==> src/rtl/hgm_pkg.sv <==
package hgm_pkg;

  localparam int SAMPLE_W       = 16;  // height sample
  localparam int DIM_W          = 11;  // frame_width / frame_height registers
  localparam int SCALE_W        = 16;  // grad_scale, Q0.16
  localparam int IDX_W          = 10;  // col_index / row_index
  localparam int MAG_W          = 25;  // grad_magnitude, 8 fractional bits
  localparam int DIFF_W         = 17;  // central difference of two samples
  localparam int ABS_W          = 16;  // |difference|
  localparam int SLOPE_W        = 24;  // |d| * scale >> 8
  localparam int SUM_W          = 50;  // dx^2 + dy^2, even for the root
  localparam int FRAC_DROP      = 8;
  localparam int CFG_INDEX_W    = 2;
  localparam int CFG_DATA_W     = 16;
  localparam int QUEUE_DEPTH    = 4;
  localparam int DEF_MAX_WIDTH  = 1024;
  localparam int DEF_MAX_HEIGHT = 1024;
  localparam int DEF_DIM        = 1024;
  localparam int DEF_GRAD_SCALE = 4096;

  typedef enum logic [CFG_INDEX_W-1:0] {
    REG_FRAME_WIDTH  = 2'd0,
    REG_FRAME_HEIGHT = 2'd1,
    REG_GRAD_SCALE   = 2'd2
  } cfg_reg_t;

  // one pixel's work for the back end
  typedef struct packed {
    logic [IDX_W-1:0]         col;
    logic [IDX_W-1:0]         row;
    logic signed [DIFF_W-1:0] dx;
    logic signed [DIFF_W-1:0] dy;
    logic                     last;
  } hgm_job_t;

endpackage

==> src/rtl/hgm_out_if.sv <==
interface hgm_out_if;
  import hgm_pkg::*;

  logic             valid;
  logic             ready;
  logic [IDX_W-1:0] col_index;
  logic [IDX_W-1:0] row_index;
  logic [MAG_W-1:0] grad_magnitude;
  logic             frame_end;

  modport source (output valid, output col_index, output row_index,
                  output grad_magnitude, output frame_end, input ready);
  modport sink   (input valid, input col_index, input row_index,
                  input grad_magnitude, input frame_end, output ready);
endinterface

==> src/rtl/hgm_back.sv <==
module hgm_back (
  input  logic                        clk,
  input  logic                        rst,
  input  logic [hgm_pkg::SCALE_W-1:0] grad_scale,
  output logic                        q_pop,
  input  hgm_pkg::hgm_job_t           q_job,
  input  logic                        q_empty,
  hgm_out_if.source                   grads
);
  import hgm_pkg::*;

  typedef enum logic [6:0] {
    B_IDLE = 7'b0000001,
    B_MULX = 7'b0000010,
    B_MULY = 7'b0000100,
    B_SQX  = 7'b0001000,
    B_SQY  = 7'b0010000,
    B_ROOT = 7'b0100000,
    B_OUT  = 7'b1000000
  } back_state_t;

  back_state_t state;

  logic [IDX_W-1:0]   col, row;
  logic               last;
  logic [ABS_W-1:0]   ax, ay, mul_a;
  logic [SLOPE_W-1:0] sx, sy, sq_a;
  logic [ABS_W+SCALE_W-1:0] prod;
  logic [SUM_W-1:0]   sq, acc, res, bitv, trial;
  logic               out_free;

  function automatic logic [ABS_W-1:0] abs_diff(input logic signed [DIFF_W-1:0] d);
    logic signed [DIFF_W-1:0] n;
    n = -d;
    return d[DIFF_W-1] ? n[ABS_W-1:0] : d[ABS_W-1:0];
  endfunction

  assign q_pop    = (state == B_IDLE) && !q_empty;
  assign out_free = !grads.valid || grads.ready;

  // one shared scale multiplier, one shared squarer
  assign mul_a = (state == B_MULX) ? ax : ay;
  assign prod  = (ABS_W+SCALE_W)'(mul_a) * (ABS_W+SCALE_W)'(grad_scale);
  assign sq_a  = (state == B_SQX) ? sx : sy;
  assign sq    = SUM_W'(sq_a) * SUM_W'(sq_a);
  assign trial = res + bitv;

  always_ff @(posedge clk) begin
    case (state)
      B_IDLE: begin
        col  <= q_job.col;
        row  <= q_job.row;
        last <= q_job.last;
        ax   <= abs_diff(q_job.dx);
        ay   <= abs_diff(q_job.dy);
      end
      B_MULX: sx <= prod[FRAC_DROP +: SLOPE_W];
      B_MULY: sy <= prod[FRAC_DROP +: SLOPE_W];
      B_SQX:  acc <= sq;
      B_SQY: begin
        acc  <= acc + sq;
        res  <= '0;
        bitv <= SUM_W'(1) << (SUM_W - 2);
      end
      B_ROOT: begin
        // restoring square root, one result bit a cycle
        if (acc >= trial) begin
          acc <= acc - trial;
          res <= (res >> 1) + bitv;
        end else begin
          res <= res >> 1;
        end
        bitv <= bitv >> 2;
      end
      default: ;
    endcase
    if (state == B_OUT && out_free) begin
      grads.col_index      <= col;
      grads.row_index      <= row;
      grads.grad_magnitude <= res[MAG_W-1:0];
      grads.frame_end      <= last;
    end
    if (rst) begin
      state       <= B_IDLE;
      grads.valid <= 1'b0;
    end else begin
      if (state == B_OUT && out_free) begin
        grads.valid <= 1'b1;
      end else if (grads.ready) begin
        grads.valid <= 1'b0;
      end
      case (state)
        B_IDLE: if (!q_empty) state <= B_MULX;
        B_MULX: state <= B_MULY;
        B_MULY: state <= B_SQX;
        B_SQX:  state <= B_SQY;
        B_SQY:  state <= B_ROOT;
        B_ROOT: if (bitv[0]) state <= B_OUT;
        B_OUT:  if (out_free) state <= B_IDLE;
        default: state <= B_IDLE;
      endcase
    end
  end

endmodule

==> src/flat_wrapper.sv <==
// flat-port wrapper written by rule: the top's interface ports become plain ports
module hgm_back_flat import hgm_pkg::*;
  (clk, rst, grad_scale, q_pop, q_job, q_empty, grads_valid, grads_col_index, grads_row_index, grads_grad_magnitude, grads_frame_end, grads_ready);
  hgm_out_if grads_i ();
  input  logic clk;
  input  logic rst;
  input  logic [hgm_pkg::SCALE_W-1:0] grad_scale;
  output logic q_pop;
  input  hgm_pkg::hgm_job_t q_job;
  input  logic q_empty;
  output wire logic [$bits(grads_i.valid)-1:0] grads_valid;
  output wire logic [$bits(grads_i.col_index)-1:0] grads_col_index;
  output wire logic [$bits(grads_i.row_index)-1:0] grads_row_index;
  output wire logic [$bits(grads_i.grad_magnitude)-1:0] grads_grad_magnitude;
  output wire logic [$bits(grads_i.frame_end)-1:0] grads_frame_end;
  input wire logic [$bits(grads_i.ready)-1:0] grads_ready;
  assign grads_valid = grads_i.valid;
  assign grads_col_index = grads_i.col_index;
  assign grads_row_index = grads_i.row_index;
  assign grads_grad_magnitude = grads_i.grad_magnitude;
  assign grads_frame_end = grads_i.frame_end;
  assign grads_i.ready = grads_ready;
  hgm_back u_core (.clk(clk), .rst(rst), .grad_scale(grad_scale), .q_pop(q_pop), .q_job(q_job), .q_empty(q_empty), .grads(grads_i));
endmodule
==> config.mk <==
export PLATFORM = sky130hd
export DESIGN_NAME = hgm_back_flat
export DESIGN_NICKNAME = d
export VERILOG_FILES = /design/src/rtl/hgm_pkg.sv /design/src/rtl/hgm_out_if.sv /design/src/rtl/hgm_back.sv /design/src/flat_wrapper.sv
export SDC_FILE = /design/constraint.sdc
export NUM_CORES = 2
export LEC_CHECK = 0
export ABC_CLOCK_PERIOD_IN_PS = 10750
export BUFFER_PORTS_ARGS = -buffer_cell sky130_fd_sc_hd__buf_2
export CAP_MARGIN = 5
export CORE_ASPECT_RATIO = 1.5
export CORE_UTILIZATION = 51
export DETAILED_ROUTE_END_ITERATION = 10
export HOLD_SLACK_MARGIN = 0.03
export PLACE_DENSITY = 0.7
export SYNTH_ARGS = -nofsm -noshare
export SYNTH_HDL_FRONTEND = slang
export SYNTH_SLANG_ARGS = --single-unit
==> constraint.sdc <==
create_clock -name clk -period 10.75 [get_ports clk]
set_input_delay 0 -clock clk [delete_from_list [all_inputs] [get_ports clk]]
set_output_delay 0 -clock clk [all_outputs]
set_load 0.005 [all_outputs]
Word level (Yosys, flattened, before mapping)
Cells that the tools add are included. Widths: inputs -> output; s select.

Bits in registers: 305. Input port bits: 75. Word-level logic and storage cells: 61.

$add $sub $neg: 6. $mul: 2. $lt $le $gt $ge: 1. Equal/unequal tests: 11. Muxes and demuxes: 15. Reduce and logical (&&, ||, !) cells: 10.

Operators with widths (count): $pmux 50 s2 (2); $pmux 50 s3 (1); $mux 50 (2); $add 49x50->50 (1); $add 50x48->50 (1); $add 50x50->50 (1); $ge 50x50->1 (1); $sub 50x50->50 (1); $pmux 7 s7 (1); $mul 24x24->48 (1); $mux 16 (3); $mul 16x16->32 (1); $neg 16->16 (2); $mux 24 (1); $mux 7 (3); $eq 7x1->1 const B (1); $eq 7x2->1 const B (1); $eq 7x3->1 const B (1); $eq 7x4->1 const B (1); $eq 7x5->1 const B (1); $eq 7x6->1 const B (1); $eq 7x7->1 const B (1); $ne 2x1->1 const B (3); $reduce_bool 2->1 (2); other kinds (8) (11).

Logic depth before layout (Yosys ltp)
Depth after elaboration: 5. Mapped depth: 44.

Worst setup path before layout
Ideal clock, no wire load.

Path type: reg-to-reg. From: reg u_core.state[2]. To: reg u_core.acc[42], data pin. Library setup time: 269 ps. Arrival time: 9715 ps. Required time: 10481 ps. Setup slack: 766 ps. Stages on the path, launching flop included: 41. Path buffers: 2. Period minus slack after synthesis: 9984 ps. Cell sequence: dfxtp_1 nor3_2 nand4b_1 clkbuf_1 mux2_2 clkinv_1 nor2_1 inv_1 fa_1 inv_1 fa_1 inv_1 fa_1 fa_1 fa_1 inv_1 fa_1 inv_1 [5 not listed] or3_1 o21bai_1 a21boi_0 a2111oi_2 or2_2 xnor2_1 ha_1 clkbuf_1 a21o_1 a21o_1 a31oi_1 nor3_1 a2111oi_0 o31ai_1 and3_1 a31oi_1 xor2_1 o21ai_0.

Cells in the longest elaborated chain, start to end: 5.

Ends and longest elaborated chain: from (decl) (line hgm_back.sv:22) `back_state_t state;`; from (signal assigned) (line hgm_back.sv:84) `state <= B_IDLE;`; from (signal assigned) (line hgm_back.sv:93) `B_IDLE: if (!q_empty) state <= B_MULX;`; from (signal assigned) (line hgm_back.sv:94) `B_MULX: state <= B_MULY;`; $eq 7x4->1 (line hgm_back.sv:44, hgm_back.sv:49); $mux 24 (line hgm_back.sv:44) `assign sq_a = (state == B_SQX) ? sx : sy;`; $mul 24x24->48 (line hgm_back.sv:45) `assign sq = SUM_W'(sq_a) * SUM_W'(sq_a);`; $add 50x48->50 (line hgm_back.sv:61) `acc <= acc + sq;`; $pmux 50 s3 (*) (line hgm_back.sv:49) `case (state)`; to (signal assigned) (line hgm_back.sv:59) `B_SQX: acc <= sq;`; to (signal assigned) (line hgm_back.sv:61); to (signal assigned) (line hgm_back.sv:68) `acc <= acc - trial;`; to (decl) (line hgm_back.sv:29) `logic [SUM_W-1:0] sq, acc, res, bitv, trial;`.

Every way passes the cells marked *; elsewhere a longest branch is shown, timed or not. A chain may end at the register's enable or synchronous reset.

Final worst setup path
From: reg u_core.state[6]. To: reg u_core.acc[49], data pin.

The elaborated chain is that of the path after synthesis.

==> results.cfg <==
[logic_synthesis]
synth_top_area_share_pct = 28.4
synth-main-ff-cell = edfxtp_1
yosysTopAreaCell = fa_1
ys_seq_area_share_pct = 19.2
ys_ff_latch = 280
synth-warning-count = 0
netlist-cell-type-count = 95
avgSynthCellArea_sq_um = 9.32
synth_fp_nets = 5771
synth-async-reset-ratio_pct = 0
netlist_top_cells_area = fa_1 (28%), edfxtp_1 (19%), ha_1 (12%), inv_1 (7.2%), nand2_1 (4.6%)
synth.top_cells.by_count = inv_1 (838), fa_1 (616), nand2_1 (533)
yosysMostFrequentCell = inv_1
syn_area_sq_um = 43400
synthCells = 4658
synth_edf_count = 272

[drt]
wl_met1_microns = 45000
wl_per_cell_microns = 19.7
vias_per_cell = 5.63
wl_met3_microns = 5450
drc = 0
drtPass1Iterations = 5
top_layer = met4
routed_wl_microns = 118000
num_vias = 33700
drt_iter0_markers = 1994
met2_length_microns = 60900
antenna_left = 0

[die]
rows = 130
coreArea_sq_um = 84100
die_w_microns = 240
floorplan.initialDensity_pct = 51.7
io_pins = 123
die_height_microns = 359
fp.dieArea_sq_um = 86400

[setup_path]
start_kind = register
worstPathRequired_ns = 11.08
slowest_delay_ns = 0.58
path_max_fanout = 15
path_class = reg -> reg
cp-end-kind = register
cp_num_buf_inv = 9
cp_top_family = adder cells
cp_data_arrival_time_ns = 10.61
crit_top_cell = fa_1
worst_path_max_delay_cell = fa_1

[sta]
period_share_pct = 95.7
finClkSkew_ns = 0.0227
drv_slew = 0
relSlewSlack_pct = 35.6
setup_viol = 0
finalWorstPathRequiredPeriod_ns = 10.28
worstMarginPinSlew_ns = 0.967
setup_ws_ns = 0.467
max_freq_ghz = 0.0972
finalHoldViolCount = 0

[cts]
numCtsBuffers = 27
cts_sinks = 280
clock_path_buffers = 3
cts_tree = yes
clkTransAtPathRegs_ns = 0.09
root_buffer = clkbuf_16
worstSkewPairLatency_ns = 0.61
cts_htree_levels = 1

[place]
dp_hpwl_microns = 95000
gp_congestion = 1.00
io_buffers = 122
place_inst = 5831
pre_cts_slack_ns = 0.0694

[finish]
antenna_cells = 0
finish.net_count = 5947
drive_gt1_share_pct = 7.35
instances_no_fill = 5977
area_growth_pct = 9.31
fin_util_pct = 56.5

[grt]
grt_pass1_wl_microns = 188000
antenna_found_initial = 1
overflow = 0
grt_pass1_vias = 35100
gr-usage-all-layers_pct = 28.0
grt_max_degree = 73

[run]
max-cap-violations = 0

[status]
status = finished, final reports clean

[worst_hold_path]
hp-class = in -> reg
## state kept, by name (all words and copies together) (netlist names), 16 cells and up
register	count
u_core.grads.grad_magnitude	25
u_core.acc	50
u_core.res	50
u_core.sy	24
u_core.ay	16
u_core.bitv	25
u_core.ax	16
u_core.sx	24
## kinds of logic (layout without fill, tap and decap cells)
| group | count (synthesis) | after routing | synth area share, % |
|---|---|---|---|
| flops | 280 | 280 | 19.2 |
| buf+inv | 991 | 1188 | 8.60 |
| xor+xnor | 275 | 275 | 5.55 |
| fa+ha+maj | 1038 | 1038 | 40.5 |
| mux | 35 | 35 | 0.861 |
| simple gates | 1258 | 1258 | 13.2 |
| compound gates | 781 | 781 | 12.1 |
## routing by layer
| layer | vias to the layer above | GRT usage (%) |
|---|---|---|
| met2 | 1055 | 50.6 |
| met1 | 16700 | 33.1 |
| li1 | 15600 | - |
| met3 | 322 | 2.49 |
| met4 | 0 | 13.0 |
| met5 | - | 0 |
## path summary, 6_finish.rpt
path	startpoint	end	slack [ns]	depth (start not counted)
setup / recovery	u_core.state[6]	u_core.acc[49]	0.47	42
hold / removal	q_job[46]	u_core.col[1]	0.12	2
setup reg to reg	u_core.state[6]	u_core.acc[49]	0.47	42
hold reg to reg	u_core.row[8]	u_core.grads.row_index[8]	0.42	0
## worst register-to-register path, delay by kind of cell (launching register included)
| family | cells | cell delay (ns) |
|---|---|---|
| AO/OA/AOI/OAI | 15 | 2.81 |
| XOR/XNOR | 2 | 0.39 |
| adder cells (fa/ha/maj) | 9 | 4.27 |
| buffers and inverters | 9 | 1.18 |
| flip-flops | 1 | 0.37 |
| multiplexers | 1 | 0.14 |
| AND/OR/NAND/NOR | 6 | 0.86 |
## final cells by class
| class | instances | area [sq um] |
|---|---|---|
| fillers | 7450 | 36600 |
| multi-input cells | 3387 | 31500 |
| flip-flops and latches | 280 | 8330 |
| inverters | 843 | 3180 |
| repair buffers | 295 | 2160 |
| well taps | 1122 | 1400 |
| clock buffers | 31 | 691 |
| clock inverters | 19 | 185 |
## stage by stage
step / instance area [sq um] / setup TNS, ns / hold WS (ns)
after floorplan: 43400 / 0 / 0.0311
after global placement: 45500 / 0 / 0.177
after detailed placement: 45500 / 0 / 0.178
after CTS: 47200 / 0 / 0.0807
after global routing: 47500 / -0.258 / 0.105
final: 47500 / 0 / 0.119
## layout by cell type (no fill, tap or decap), types with 27 or more instances in the layout
cell and n:
fa_1 616, nor2_1 309, a21o_1 102, a22oi_1 27, inv_1 834, a211oi_1 30
buf_2 122, nor3_1 30, buf_4 83, and3_1 36, a31oi_1 55, nand4_1 40
ha_1 420, edfxtp_1 272, o21bai_1 40, clkbuf_16 28, nor2b_1 48, o21ai_0 148
and2_1 124, nand3_1 39, xnor2_1 151, nand2_1 532, xor2_1 124, dlygate4sd3_1 86
a21oi_1 183
## what timing repair did
item | in CTS | in global routing
gates cloned | 0 | 1
hold buffers | 86 | 0
pin swaps | 0 | 8
gates resized for setup | 1 | 29
endpoints found under the hold margin | 61 | 0
endpoints found under the setup margin | 1 | 14
setup buffers | 0 | 9
Power is not shown: default switching activity piles up to over one toggle a cycle in this logic, so the estimate is an artifact.
