**src/rtl/hgm_pkg.sv**
```systemverilog
package hgm_pkg;

  localparam int SAMPLE_W       = 16;  // height sample
  localparam int DIM_W          = 11;  // frame_width / frame_height registers
  localparam int SCALE_W        = 16;  // grad_scale, Q0.16
  localparam int IDX_W          = 10;  // col_index / row_index
  localparam int MAG_W          = 25;  // grad_magnitude, 8 fractional bits
  localparam int DIFF_W         = 17;  // central difference of two samples
  localparam int ABS_W          = 16;  // |difference|
  localparam int SLOPE_W        = 24;  // |d| * scale >> 8
  localparam int SUM_W          = 50;  // dx^2 + dy^2, even for the root
  localparam int FRAC_DROP      = 8;
  localparam int CFG_INDEX_W    = 2;
  localparam int CFG_DATA_W     = 16;
  localparam int QUEUE_DEPTH    = 4;
  localparam int DEF_MAX_WIDTH  = 1024;
  localparam int DEF_MAX_HEIGHT = 1024;
  localparam int DEF_DIM        = 1024;
  localparam int DEF_GRAD_SCALE = 4096;

  typedef enum logic [CFG_INDEX_W-1:0] {
    REG_FRAME_WIDTH  = 2'd0,
    REG_FRAME_HEIGHT = 2'd1,
    REG_GRAD_SCALE   = 2'd2
  } cfg_reg_t;

  // one pixel's work for the back end
  typedef struct packed {
    logic [IDX_W-1:0]         col;
    logic [IDX_W-1:0]         row;
    logic signed [DIFF_W-1:0] dx;
    logic signed [DIFF_W-1:0] dy;
    logic                     last;
  } hgm_job_t;

endpackage

```
**src/rtl/hgm_job_queue.sv**
```systemverilog
module hgm_job_queue (
  input  logic              clk,
  input  logic              rst,
  input  logic              push,
  input  hgm_pkg::hgm_job_t push_job,
  output logic              full,
  input  logic              pop,
  output hgm_pkg::hgm_job_t pop_job,
  output logic              empty
);
  import hgm_pkg::*;

  localparam int PW = $clog2(QUEUE_DEPTH);

  hgm_job_t       slots [QUEUE_DEPTH];
  logic [PW-1:0]  wr_ptr, rd_ptr;
  logic [PW:0]    count;

  assign full    = (count == (PW+1)'(QUEUE_DEPTH));
  assign empty   = (count == '0);
  assign pop_job = slots[rd_ptr];

  always_ff @(posedge clk) begin
    if (push && !full) begin
      slots[wr_ptr] <= push_job;
    end
    if (rst) begin
      wr_ptr <= '0;
      rd_ptr <= '0;
      count  <= '0;
    end else begin
      if (push && !full) wr_ptr <= wr_ptr + PW'(1);
      if (pop && !empty) rd_ptr <= rd_ptr + PW'(1);
      count <= count + (PW+1)'(push && !full) - (PW+1)'(pop && !empty);
    end
  end

endmodule

```
**config.mk**
```make
export PLATFORM = sky130hd
export DESIGN_NAME = hgm_job_queue
export DESIGN_NICKNAME = d
export VERILOG_FILES = /design/src/rtl/hgm_pkg.sv /design/src/rtl/hgm_job_queue.sv
export SDC_FILE = /design/constraint.sdc
export NUM_CORES = 1
export LEC_CHECK = 0
export BUFFER_PORTS_ARGS = -buffer_cell sky130_fd_sc_hd__buf_2
export CAP_MARGIN = 0
export CORE_MARGIN = 1.5
export CORE_UTILIZATION = 35
export CTS_CLUSTER_DIAMETER = 150
export DETAILED_ROUTE_END_ITERATION = 16
export GPL_TIMING_DRIVEN = 0
export PLACE_DENSITY = 0.5
export SETUP_SLACK_MARGIN = 0.02
export SYNTH_ARGS = -nofsm -noshare
export SYNTH_HDL_FRONTEND = slang
export SYNTH_SLANG_ARGS = --single-unit
```
**constraint.sdc**
```tcl
create_clock -name clk -period 5.4 [get_ports clk]
set_clock_uncertainty 0.1 [all_clocks]
set_input_delay 0.27 -clock clk [delete_from_list [all_inputs] [get_ports clk]]
set_output_delay 0.27 -clock clk [all_outputs]
set_load 0.03 [all_outputs]
```
# ---- Word level (Yosys, flattened, before mapping)
# Memory sizes are Yosys's and may differ from the RTL's. A register that Yosys moved wholly into a read port is not among the register bits.
# Index checks and enable logic that the tools add are counted.
dict set report totals {
  regBits 7
  latch_bits 0
  ramBits 220
  romBits 0
  out_inout_bits 57
  elab_cells 18
  n_memories 1
}
dict set report op_classes {
  n_addsub 4
  multipliers 0
  n_div 0
  n_lt_le_gt_ge 0
  n_eq_ne 1
  shifts 0
  n_mux 4
  bitwise 0
  reduce_logical 5
}
# name words width read_ports rd_clocked_by_memory_dff wr line
set mem_list {}
lappend mem_list {slots 4 55 1 1 1 hgm_job_queue.sv:15} ;# hgm_job_t slots [QUEUE_DEPTH];
# operator count
set ops {}
lappend ops {{$add A2 B1 Y2 const B} 2}
lappend ops {{$mux W2} 2}
lappend ops {{$add A3 B1 Y3} 1}
lappend ops {{$eq A3 B3 Y1 const B} 1}
lappend ops {{$logic_not A3 Y1} 1}
lappend ops {{$sub A3 B1 Y3} 1}
lappend ops {{$logic_and A1 B1 Y1} 2}
lappend ops {{$logic_not A1 Y1} 2}
lappend ops {{$mux W1} 2}

# ---- Depth between registers and ports, before layout
# Gate-level depths: netlist of the first run.
dict set report logic_depth {
  word_depth 5
  mapped_depth 10
}

# ---- Worst setup path before layout of the first run
# OpenSTA, ideal clock, no wires.
dict set report synth_path {
  kind {register to register}
  from {reg count[2]}
  to {mem slots[0][0] (netlist bit), enable pin}
  arrival_ps 2150
  required_ps 4882
  slack_ps 2732
  stages_incl_launch_ff 4
  period_less_slack_ps 2668
  cell_sequence {dfxtp_1 > nor3b_2 > nor2_1 > and2_1}
}
dict set report synth_between {
  elab_chain_cells 5
}
# item line
set synth_lines {}
lappend synth_lines {{from (decl)} hgm_job_queue.sv:17} ;# logic [PW:0] count;
lappend synth_lines {{from (signal assigned)} hgm_job_queue.sv:34} ;# count <= count + (PW+1)'(push && !full) - (PW+1)'(pop && !empty);
lappend synth_lines {{$eq A3 B3 Y1} hgm_job_queue.sv:19} ;# assign full = (count == (PW+1)'(QUEUE_DEPTH));
lappend synth_lines {{named net full} hgm_job_queue.sv:6} ;# output logic full,
lappend synth_lines {{$logic_not A1 Y1} hgm_job_queue.sv:24} ;# if (push && !full) begin
lappend synth_lines {{$logic_and A1 B1 Y1} hgm_job_queue.sv:24}
lappend synth_lines {{$mux W1} hgm_job_queue.sv:24}
lappend synth_lines {{$mux W1 (not written as such)} hgm_job_queue.sv:25} ;# slots[wr_ptr] <= push_job;
lappend synth_lines {{to (decl)} hgm_job_queue.sv:15}
# The timed path passes the listed nets, and every way through them passes these cells.

# ---- Worst setup path in the final report of the first run
dict set report layout_path {
  from {reg count[1]}
  to {reg count[2]}
}
dict set report layout_between {
  elab_chain_cells 5
  elab_cells_between_ends 8
  cone_classes {add/sub: 2; eq/ne: 1; reduce/logical: 5}
}
# item line
set layout_lines {}
lappend layout_lines {{$eq A3 B3 Y1} hgm_job_queue.sv:19}
lappend layout_lines {{$logic_not A1 Y1} hgm_job_queue.sv:34}
lappend layout_lines {{$logic_and A1 B1 Y1} hgm_job_queue.sv:34}
lappend layout_lines {{$add A3 B1 Y3} hgm_job_queue.sv:34}
lappend layout_lines {{$sub A3 B1 Y3 (*)} hgm_job_queue.sv:34}
# Mark *: on every way between the ends. The rest lies on a longest branch, timed or not.
# A chain may end at the register's enable or synchronous reset.

==> metrics.cfg, run 1 <==
[drt]
vias_per_cell = 4.61
drt-met1-wl_um = 6700
post_drt_wl_per_cell_um = 17.9
num_vias = 4026
ant_nets = 0
firstDrtPassIters = 4
totalWireLength_um = 15700
wl_met3_um = 749
top_layer_used = met4
wl_met2_um = 7900
first_iter_violations = 158
drc = 0

[yosys]
synth_commonest_cells = 220 x edfxtp_1, 50 x mux4_2, 9 x dfxtp_1, 8 x inv_1, 6 x ha_1
avgSynthCellArea_um2 = 25.1
ys_types = 26
synthXorXnorAreaFrac_pct = 0.310
yosysWarnings = 0
synth-edff-count = 220
synth_ff_type = edfxtp_1
async_reset_ff_share_pct = 0
synthMuxAreaShare_pct = 15.0
syn_area_mm2 = 0.00848
synthTopCellsByArea = edfxtp_1 78%, mux4_2 13%, dfxtp_1 2.1%
synth_top_cell_by_area = edfxtp_1
syn-num-nets = 404
yosysMostFrequentCell = edfxtp_1
synth_top_family_by_area = multiplexers
yosys.area_share.simple_pct = 1.17
synth-seq-cells = 229
synth_compound_area_share_pct = 0.325
synth_top_area_share_pct = 77.9
synthAdderAreaFrac_pct = 1.12
ys_seq_area_share_pct = 80.1
syn_inst = 338

[clock_tree]
cts.htree.levels = 1
cts_resized = 0
cts_root_buffer = clkbuf_16
cts_sinks = 229
insertion_delay_ns = 0.50
clk_pin_slew_ns = 0.06
clk_path_buf_depth = 3
tritoncts = yes
cts_made_buffers = 24

[die]
die_x_um = 159
chipHeight_um = 159
fp.coreArea_mm2 = 0.0236
pin_count = 116
rows = 56
die_area_mm2 = 0.0252
initial_core_util_pct = 35.9

[sta]
finalSetupViolCount = 0
worst_slack_ns = 2.94
fin_hold_ws_ns = 0.0547
max_slew_margin_pct = 69.6
fin_crit_ns = 2.46
max_freq_mhz = 407
rsz0062_at_grt = false
fin_tns_setup_ns = 0
slew_viol_final = 0
worstMarginPinSlew_ns = 0.456
hold_viol = 0
fin_crit_sh_pct = 45.5

[layout]
antenna_cells = 0
multi_input_area_mm2 = 0.00153
synthToLayoutAreaGrowth_pct = 27.3
fin_nets = 604
num-fill-cells = 2071
instances_no_fill = 874
regArea_mm2 = 0.00679
drive_gt1_share_pct = 38.0

[run]
drv_cap = 0

[global_routing]
antenna_found_initial = 0
grt_usage_pct = 12.8
first_global_vias = 4334
grt_pass1_wl_um = 23900
grt_max_degree = 33
overflow = 0

[power]
finalPower_mw = 5.05
peakVddDrop_v = 0.000197
p_per_area_mw_per_mm2 = 467
power.leakage_nw = 3.67

[place]
place_ws_ns = 2.94
hpwlAfterDp_um = 9130
routabilityCongestion = 0.657
portBuffers = 114
dp_cells = 775

[critical_path]
startpoint_type = flip-flop
crit_required_ns = 5.67
worst-setup-path-type = flip-flop to flip-flop
path_max_fanout = 6
cp_data_arrival_time_ns = 2.73
critPathCaptureType = flip-flop

[hold_path]
hp-class = input port to flip-flop

[outcome]
run_status = finished clean

[registers in the layout, indices dropped and copies added, names as in the netlist, named ones only]
name    cells
slots     220
count       3
rd_ptr      2
wr_ptr      2
[layout by cell type (no fill, tap or decap), drive strengths merged, types with 2 or more instances in the layout]
cell type | netlist | final
nand2b | 2 | 2
dfxtp | 9 | 9
nor2b | 2 | 2
or3 | 2 | 2
edfxtp | 220 | 220
mux4 | 55 | 55
nor2 | 4 | 4
and2 | 4 | 4
ha | 6 | 6
clkinv | 0 | 4
o21ai | 2 | 2
dlygate4sd3 | 0 | 56
a21oi | 2 | 2
xnor2 | 2 | 2
inv | 8 | 8
clkbuf | 2 | 40
buf | 11 | 129
[layout make-up]
cell class | instances | area share [%]
plain buffers | 13 | 1.34
clock buffers | 38 | 6.25
clock inverters | 5 | 0.209
inverters | 8 | 0.278
multi-input cells | 88 | 14.1
flip-flops and latches | 229 | 62.9
well taps | 319 | 3.70
repair buffers | 174 | 11.2
[through the flow]
stage	utilization, %	cell area [um2]
3_3_place_gp	40.0	9450
6_report	45.7	10800
5_1_grt	45.7	10800
2_1_floorplan	-	8480
3_5_place_dp	40.4	9540
4_1_cts	45.7	10800
[report_power, final]
group	internal, mW	switching (mW)	total, mW
Clock	0.851	0.608	1.46
Combinational	0.576	0.833	1.41
Sequential	2.13	0.0425	2.18
[worst max-delay path, cell delays in order (launching register included)]
cell and delay, ns:
dfxtp_1 0.43, nor3b_2 0.10, nor2_1 0.34, inv_1 0.10, ha_1 0.28, inv_1 0.04
ha_1 0.19, fa_1 0.38, xnor2_1 0.18, xnor2_1 0.14, nor2_1 0.05
[logic make-up (layout without fill, tap and decap cells)]
group	after synthesis	count (layout)
muxes	56	56
DFF	229	229
adders and majority gates	7	7
AOI/OAI and AO/OA	5	5
buffers and inverters	21	238
and+or+nand+nor	17	17
xor gates and xnor gates	3	3
[repair_timing]
item | in CTS | in global routing
setup buffers | 0 | 0
hold endpoints to repair | 221 | 0
hold buffers | 56 | 0
[layer usage]
layer,vias to the layer above,GRT usage [%]
met1,2075,16.2
met3,31,2.69
met4,0,3.69
met2,92,22.1
met5,-,0
li1,1828,-
[worst paths after layout]
path	end	slack [ns]	cells past startpoint	from
max	count[2]	2.94	10	count[1]
min	wr_ptr[0]	0.05	4	push
max reg2reg	count[2]	2.94	10	count[1]
min reg2reg	rd_ptr[1]	0.39	2	rd_ptr[1]
Power figures use the tool's default switching activity.
==> run 2: changes to the inputs <==
--- a/config.mk
+++ b/config.mk
@@ -5,6 +5,7 @@
 export SDC_FILE = /design/constraint.sdc
 export NUM_CORES = 1
 export LEC_CHECK = 0
+export ABC_AREA = 1
 export BUFFER_PORTS_ARGS = -buffer_cell sky130_fd_sc_hd__buf_2
 export CAP_MARGIN = 0
 export CORE_MARGIN = 1.5
==> constraint.sdc (replaced) <==
create_clock -name clk -period 2.5 [get_ports clk]
set_clock_uncertainty 0.1 [all_clocks]
set_input_delay 0.125 -clock clk [delete_from_list [all_inputs] [get_ports clk]]
set_output_delay 0.125 -clock clk [all_outputs]
set_load 0.03 [all_outputs]
==> run 2 against run 1 <==
  * Clock-buffer cell count is 8 lower
  * Hold slack better by 0.19 ns
  * Global-route usage rose by 3.8 points
  * Register-to-register slack got worse by 2.7 ns
  * Clock power increased by 120%
  * Die area grew 2.4%
  * Sequential share of layout area fell by 2.1 points
  * Flip-flop and latch count unchanged
  * Worst setup slack worse by 2.9 ns
  * Synthesized cell count grew 78%
  * Sequential power grew 120%
  * Wire length grew 36%
==> metrics.cfg, run 2 <==
[yosys]
avgSynthCellArea_um2 = 14.5  ; -42%
ys_seq_area_share_pct = 78.1  ; -1.9 points
async_reset_ff_share_pct = 0  ; unchanged
yosysWarnings = 0  ; unchanged
synth_commonest_cells = 220 x edfxtp_1, 119 x nor2_1, 65 x o21ai_0, 50 x o22ai_1, 45 x o21ai_1
syn-num-nets = 667  ; +65%
synth_ff_type = edfxtp_1
yosysMostFrequentCell = edfxtp_1
synth_top_cell_by_area = edfxtp_1
syn_area_mm2 = 0.00868  ; +2.5%
synthTopCellsByArea = edfxtp_1 76%, nor2_1 5.1%, o21ai_0 3.7%
synth-seq-cells = 229  ; unchanged
syn_inst = 601  ; +78%
synth_top_area_share_pct = 76.1  ; -1.9 points
synth-edff-count = 220  ; unchanged
ys_types = 18  ; -31%

[sta]
fin_crit_ns = 2.42
hold_viol = 0  ; unchanged
rsz0062_at_grt = false
fin_tns_setup_ns = 0  ; unchanged
worstMarginPinSlew_ns = 0.642  ; +0.186 ns
max_freq_mhz = 414
finalSetupViolCount = 0  ; unchanged
slew_viol_final = 0  ; unchanged
max_slew_margin_pct = 57.2  ; -12 points
fin_crit_sh_pct = 96.7

[drt]
firstDrtPassIters = 4  ; unchanged
post_drt_wl_per_cell_um = 18.5  ; +3.2%
drc = 0  ; unchanged
vias_per_cell = 4.90  ; +6.4%
num_vias = 5629  ; +40%
totalWireLength_um = 21300  ; +36%
ant_nets = 0  ; unchanged
first_iter_violations = 323  ; +100%

[layout]
drive_gt1_share_pct = 24.2  ; -14 points
antenna_cells = 0  ; unchanged
largest_reg_flops = 220  ; unchanged
num-fill-cells = 2170  ; +4.8%
most-common-layout-cells = 220 x edfxtp_1, 125 x buf_2, 115 x nor2_1
final_common_cell = edfxtp_1
reg_top3 = slots: 220 flops, count: 3 flops
regMostFlops = slots
fin_nets = 877  ; +45%
synthToLayoutAreaGrowth_pct = 28.7

[critical_path]
critPathMaxStageDelay_ns = 0.51  ; +0.08 ns
worst-setup-path-type = flip-flop to primary output
cp_data_arrival_time_ns = 2.19  ; -0.54 ns
slowest_stage = clkbuf_1
path_cells = buf_6, clkbuf_1, nor2_1, o22ai_1, buf_2
path_max_fanout = 10  ; +4
critPathCaptureType = primary output
crit_required_ns = 2.28  ; -3.39 ns
path_delay_family = buffers and inverters
startpoint_type = flip-flop
cp_num_buf_inv = 3  ; +1
worstReg2RegStart = count[1]

[global_routing]
grt_pass1_wl_um = 32700  ; +36%
overflow = 0  ; unchanged
first_global_vias = 6021  ; +39%
grt_max_degree = 27  ; -18%
grt_usage_pct = 16.5  ; +3.8 points
antenna_found_initial = 0  ; unchanged

[clock_tree]
cts_root_buffer = clkbuf_16
cts_made_buffers = 25  ; +4.2%
cts.htree.levels = 1  ; unchanged
tritoncts = yes
insertion_delay_ns = 0.51  ; about the same
clk_path_buf_depth = 3  ; unchanged
clk_pin_slew_ns = 0.06  ; about the same
cts_sinks = 229  ; unchanged

[power]
power.leakage_nw = 4.00  ; +9.0%
p_per_area_mw_per_mm2 = 1030  ; +120%
finalPower_mw = 11.5  ; +130%
peakVddDrop_v = 0.000513  ; +160%

[place]
routabilityCongestion = 0.728  ; +11%
hpwlAfterDp_um = 13200  ; +45%
portBuffers = 115  ; +0.88%

[hold_path]
hp-class = input port to flip-flop
worstHoldStart = rst

[die]
initial_core_util_pct = 35.7  ; -0.19 points
chipHeight_um = 161  ; +1.2%
fp.coreArea_mm2 = 0.0243  ; +3.0%
die_x_um = 161  ; +1.2%
rows = 57  ; +1.8%
pin_count = 116  ; unchanged
die_area_mm2 = 0.0258  ; +2.4%

[outcome]
run_status = finished clean

[run]
drv_cap = 0  ; unchanged

## run 2: layout make-up
type / instances / area, um2 / area share [%]
plain buffers: 35 / 236 / 2.12
clock buffers: 30 / 644 / 5.77
clock inverters: 11 / 75.1 / 0.672
inverters: 20 / 75.1 / 0.672
multi-input cells: 317 / 1620 / 14.5
flip-flops and latches: 229 / 6790 / 60.7
well taps: 324 / 405 / 3.63
repair buffers: 183 / 1330 / 11.9
## run 2: repair_timing
action | 4_1_cts | 5_1_grt
endpoints found under the setup margin | 0 | 23
gates resized for setup | 0 | 5
buffers inserted | 0 | 2
hold buffers | 58 | 0
endpoints found under the hold margin | 229 | 0
## run 2: worst min-delay path, cell delays in order
cell and delay (ns):
dlygate4sd3_1 0.52, buf_2 0.12, nor2_1 0.04
## run 2: cells by family (layout without fill, tap and decap cells)
group	Yosys count	in the layout	share of synthesized area, %
buf+inv	55	279	3.56
flops	229	229	78.1
compound gates	170	170	10.9
simple gates	140	140	6.25
fa+ha+maj	7	7	1.09
## run 2: layer usage
metal  routed length [um]  vias up  GRT usage (%)
met4                  441        0           4.12
li1                     -     2655              -
met2                10500      142           28.9
met3                  888       31           2.61
met1                 9450     2801           21.5
met5                    0        -              0
## run 2: worst paths after layout
check             depth (start not counted)  slack [ns]    endpoint
hold / removal                            3        0.24    count[0]
hold reg to reg                           2        0.41   rd_ptr[0]
setup / recovery                          5        0.08  pop_job[5]
setup reg to reg                          9        0.28    count[2]
## run 2: metrics by stage
| step | instance area, um2 | std cells | utilization (%) | setup slack, ns | hold slack (ns) |
|---|---|---|---|---|---|
| after global routing | 11200 | 1149 | 46.0 | 0.0214 | 0.262 |
| after global placement | 9680 | 1040 | 39.8 | -1.63 | 0.216 |
| after floorplan | 8690 | 601 | - | -0.176 | 0.0962 |
| after detailed placement | 9860 | 1048 | 40.5 | 0.0340 | 0.223 |
| after CTS | 11200 | 1147 | 45.9 | 0.0221 | 0.223 |
| final | 11200 | 1149 | 46.0 | 0.0828 | 0.245 |
## run 2: power breakdown
part           internal (mW)  total [mW]  switching, mW  leakage [nW]
combinational           1.02        3.48           2.45          1.57
sequential              4.67        4.78          0.111          2.09
clock                   1.91        3.26           1.35         0.349
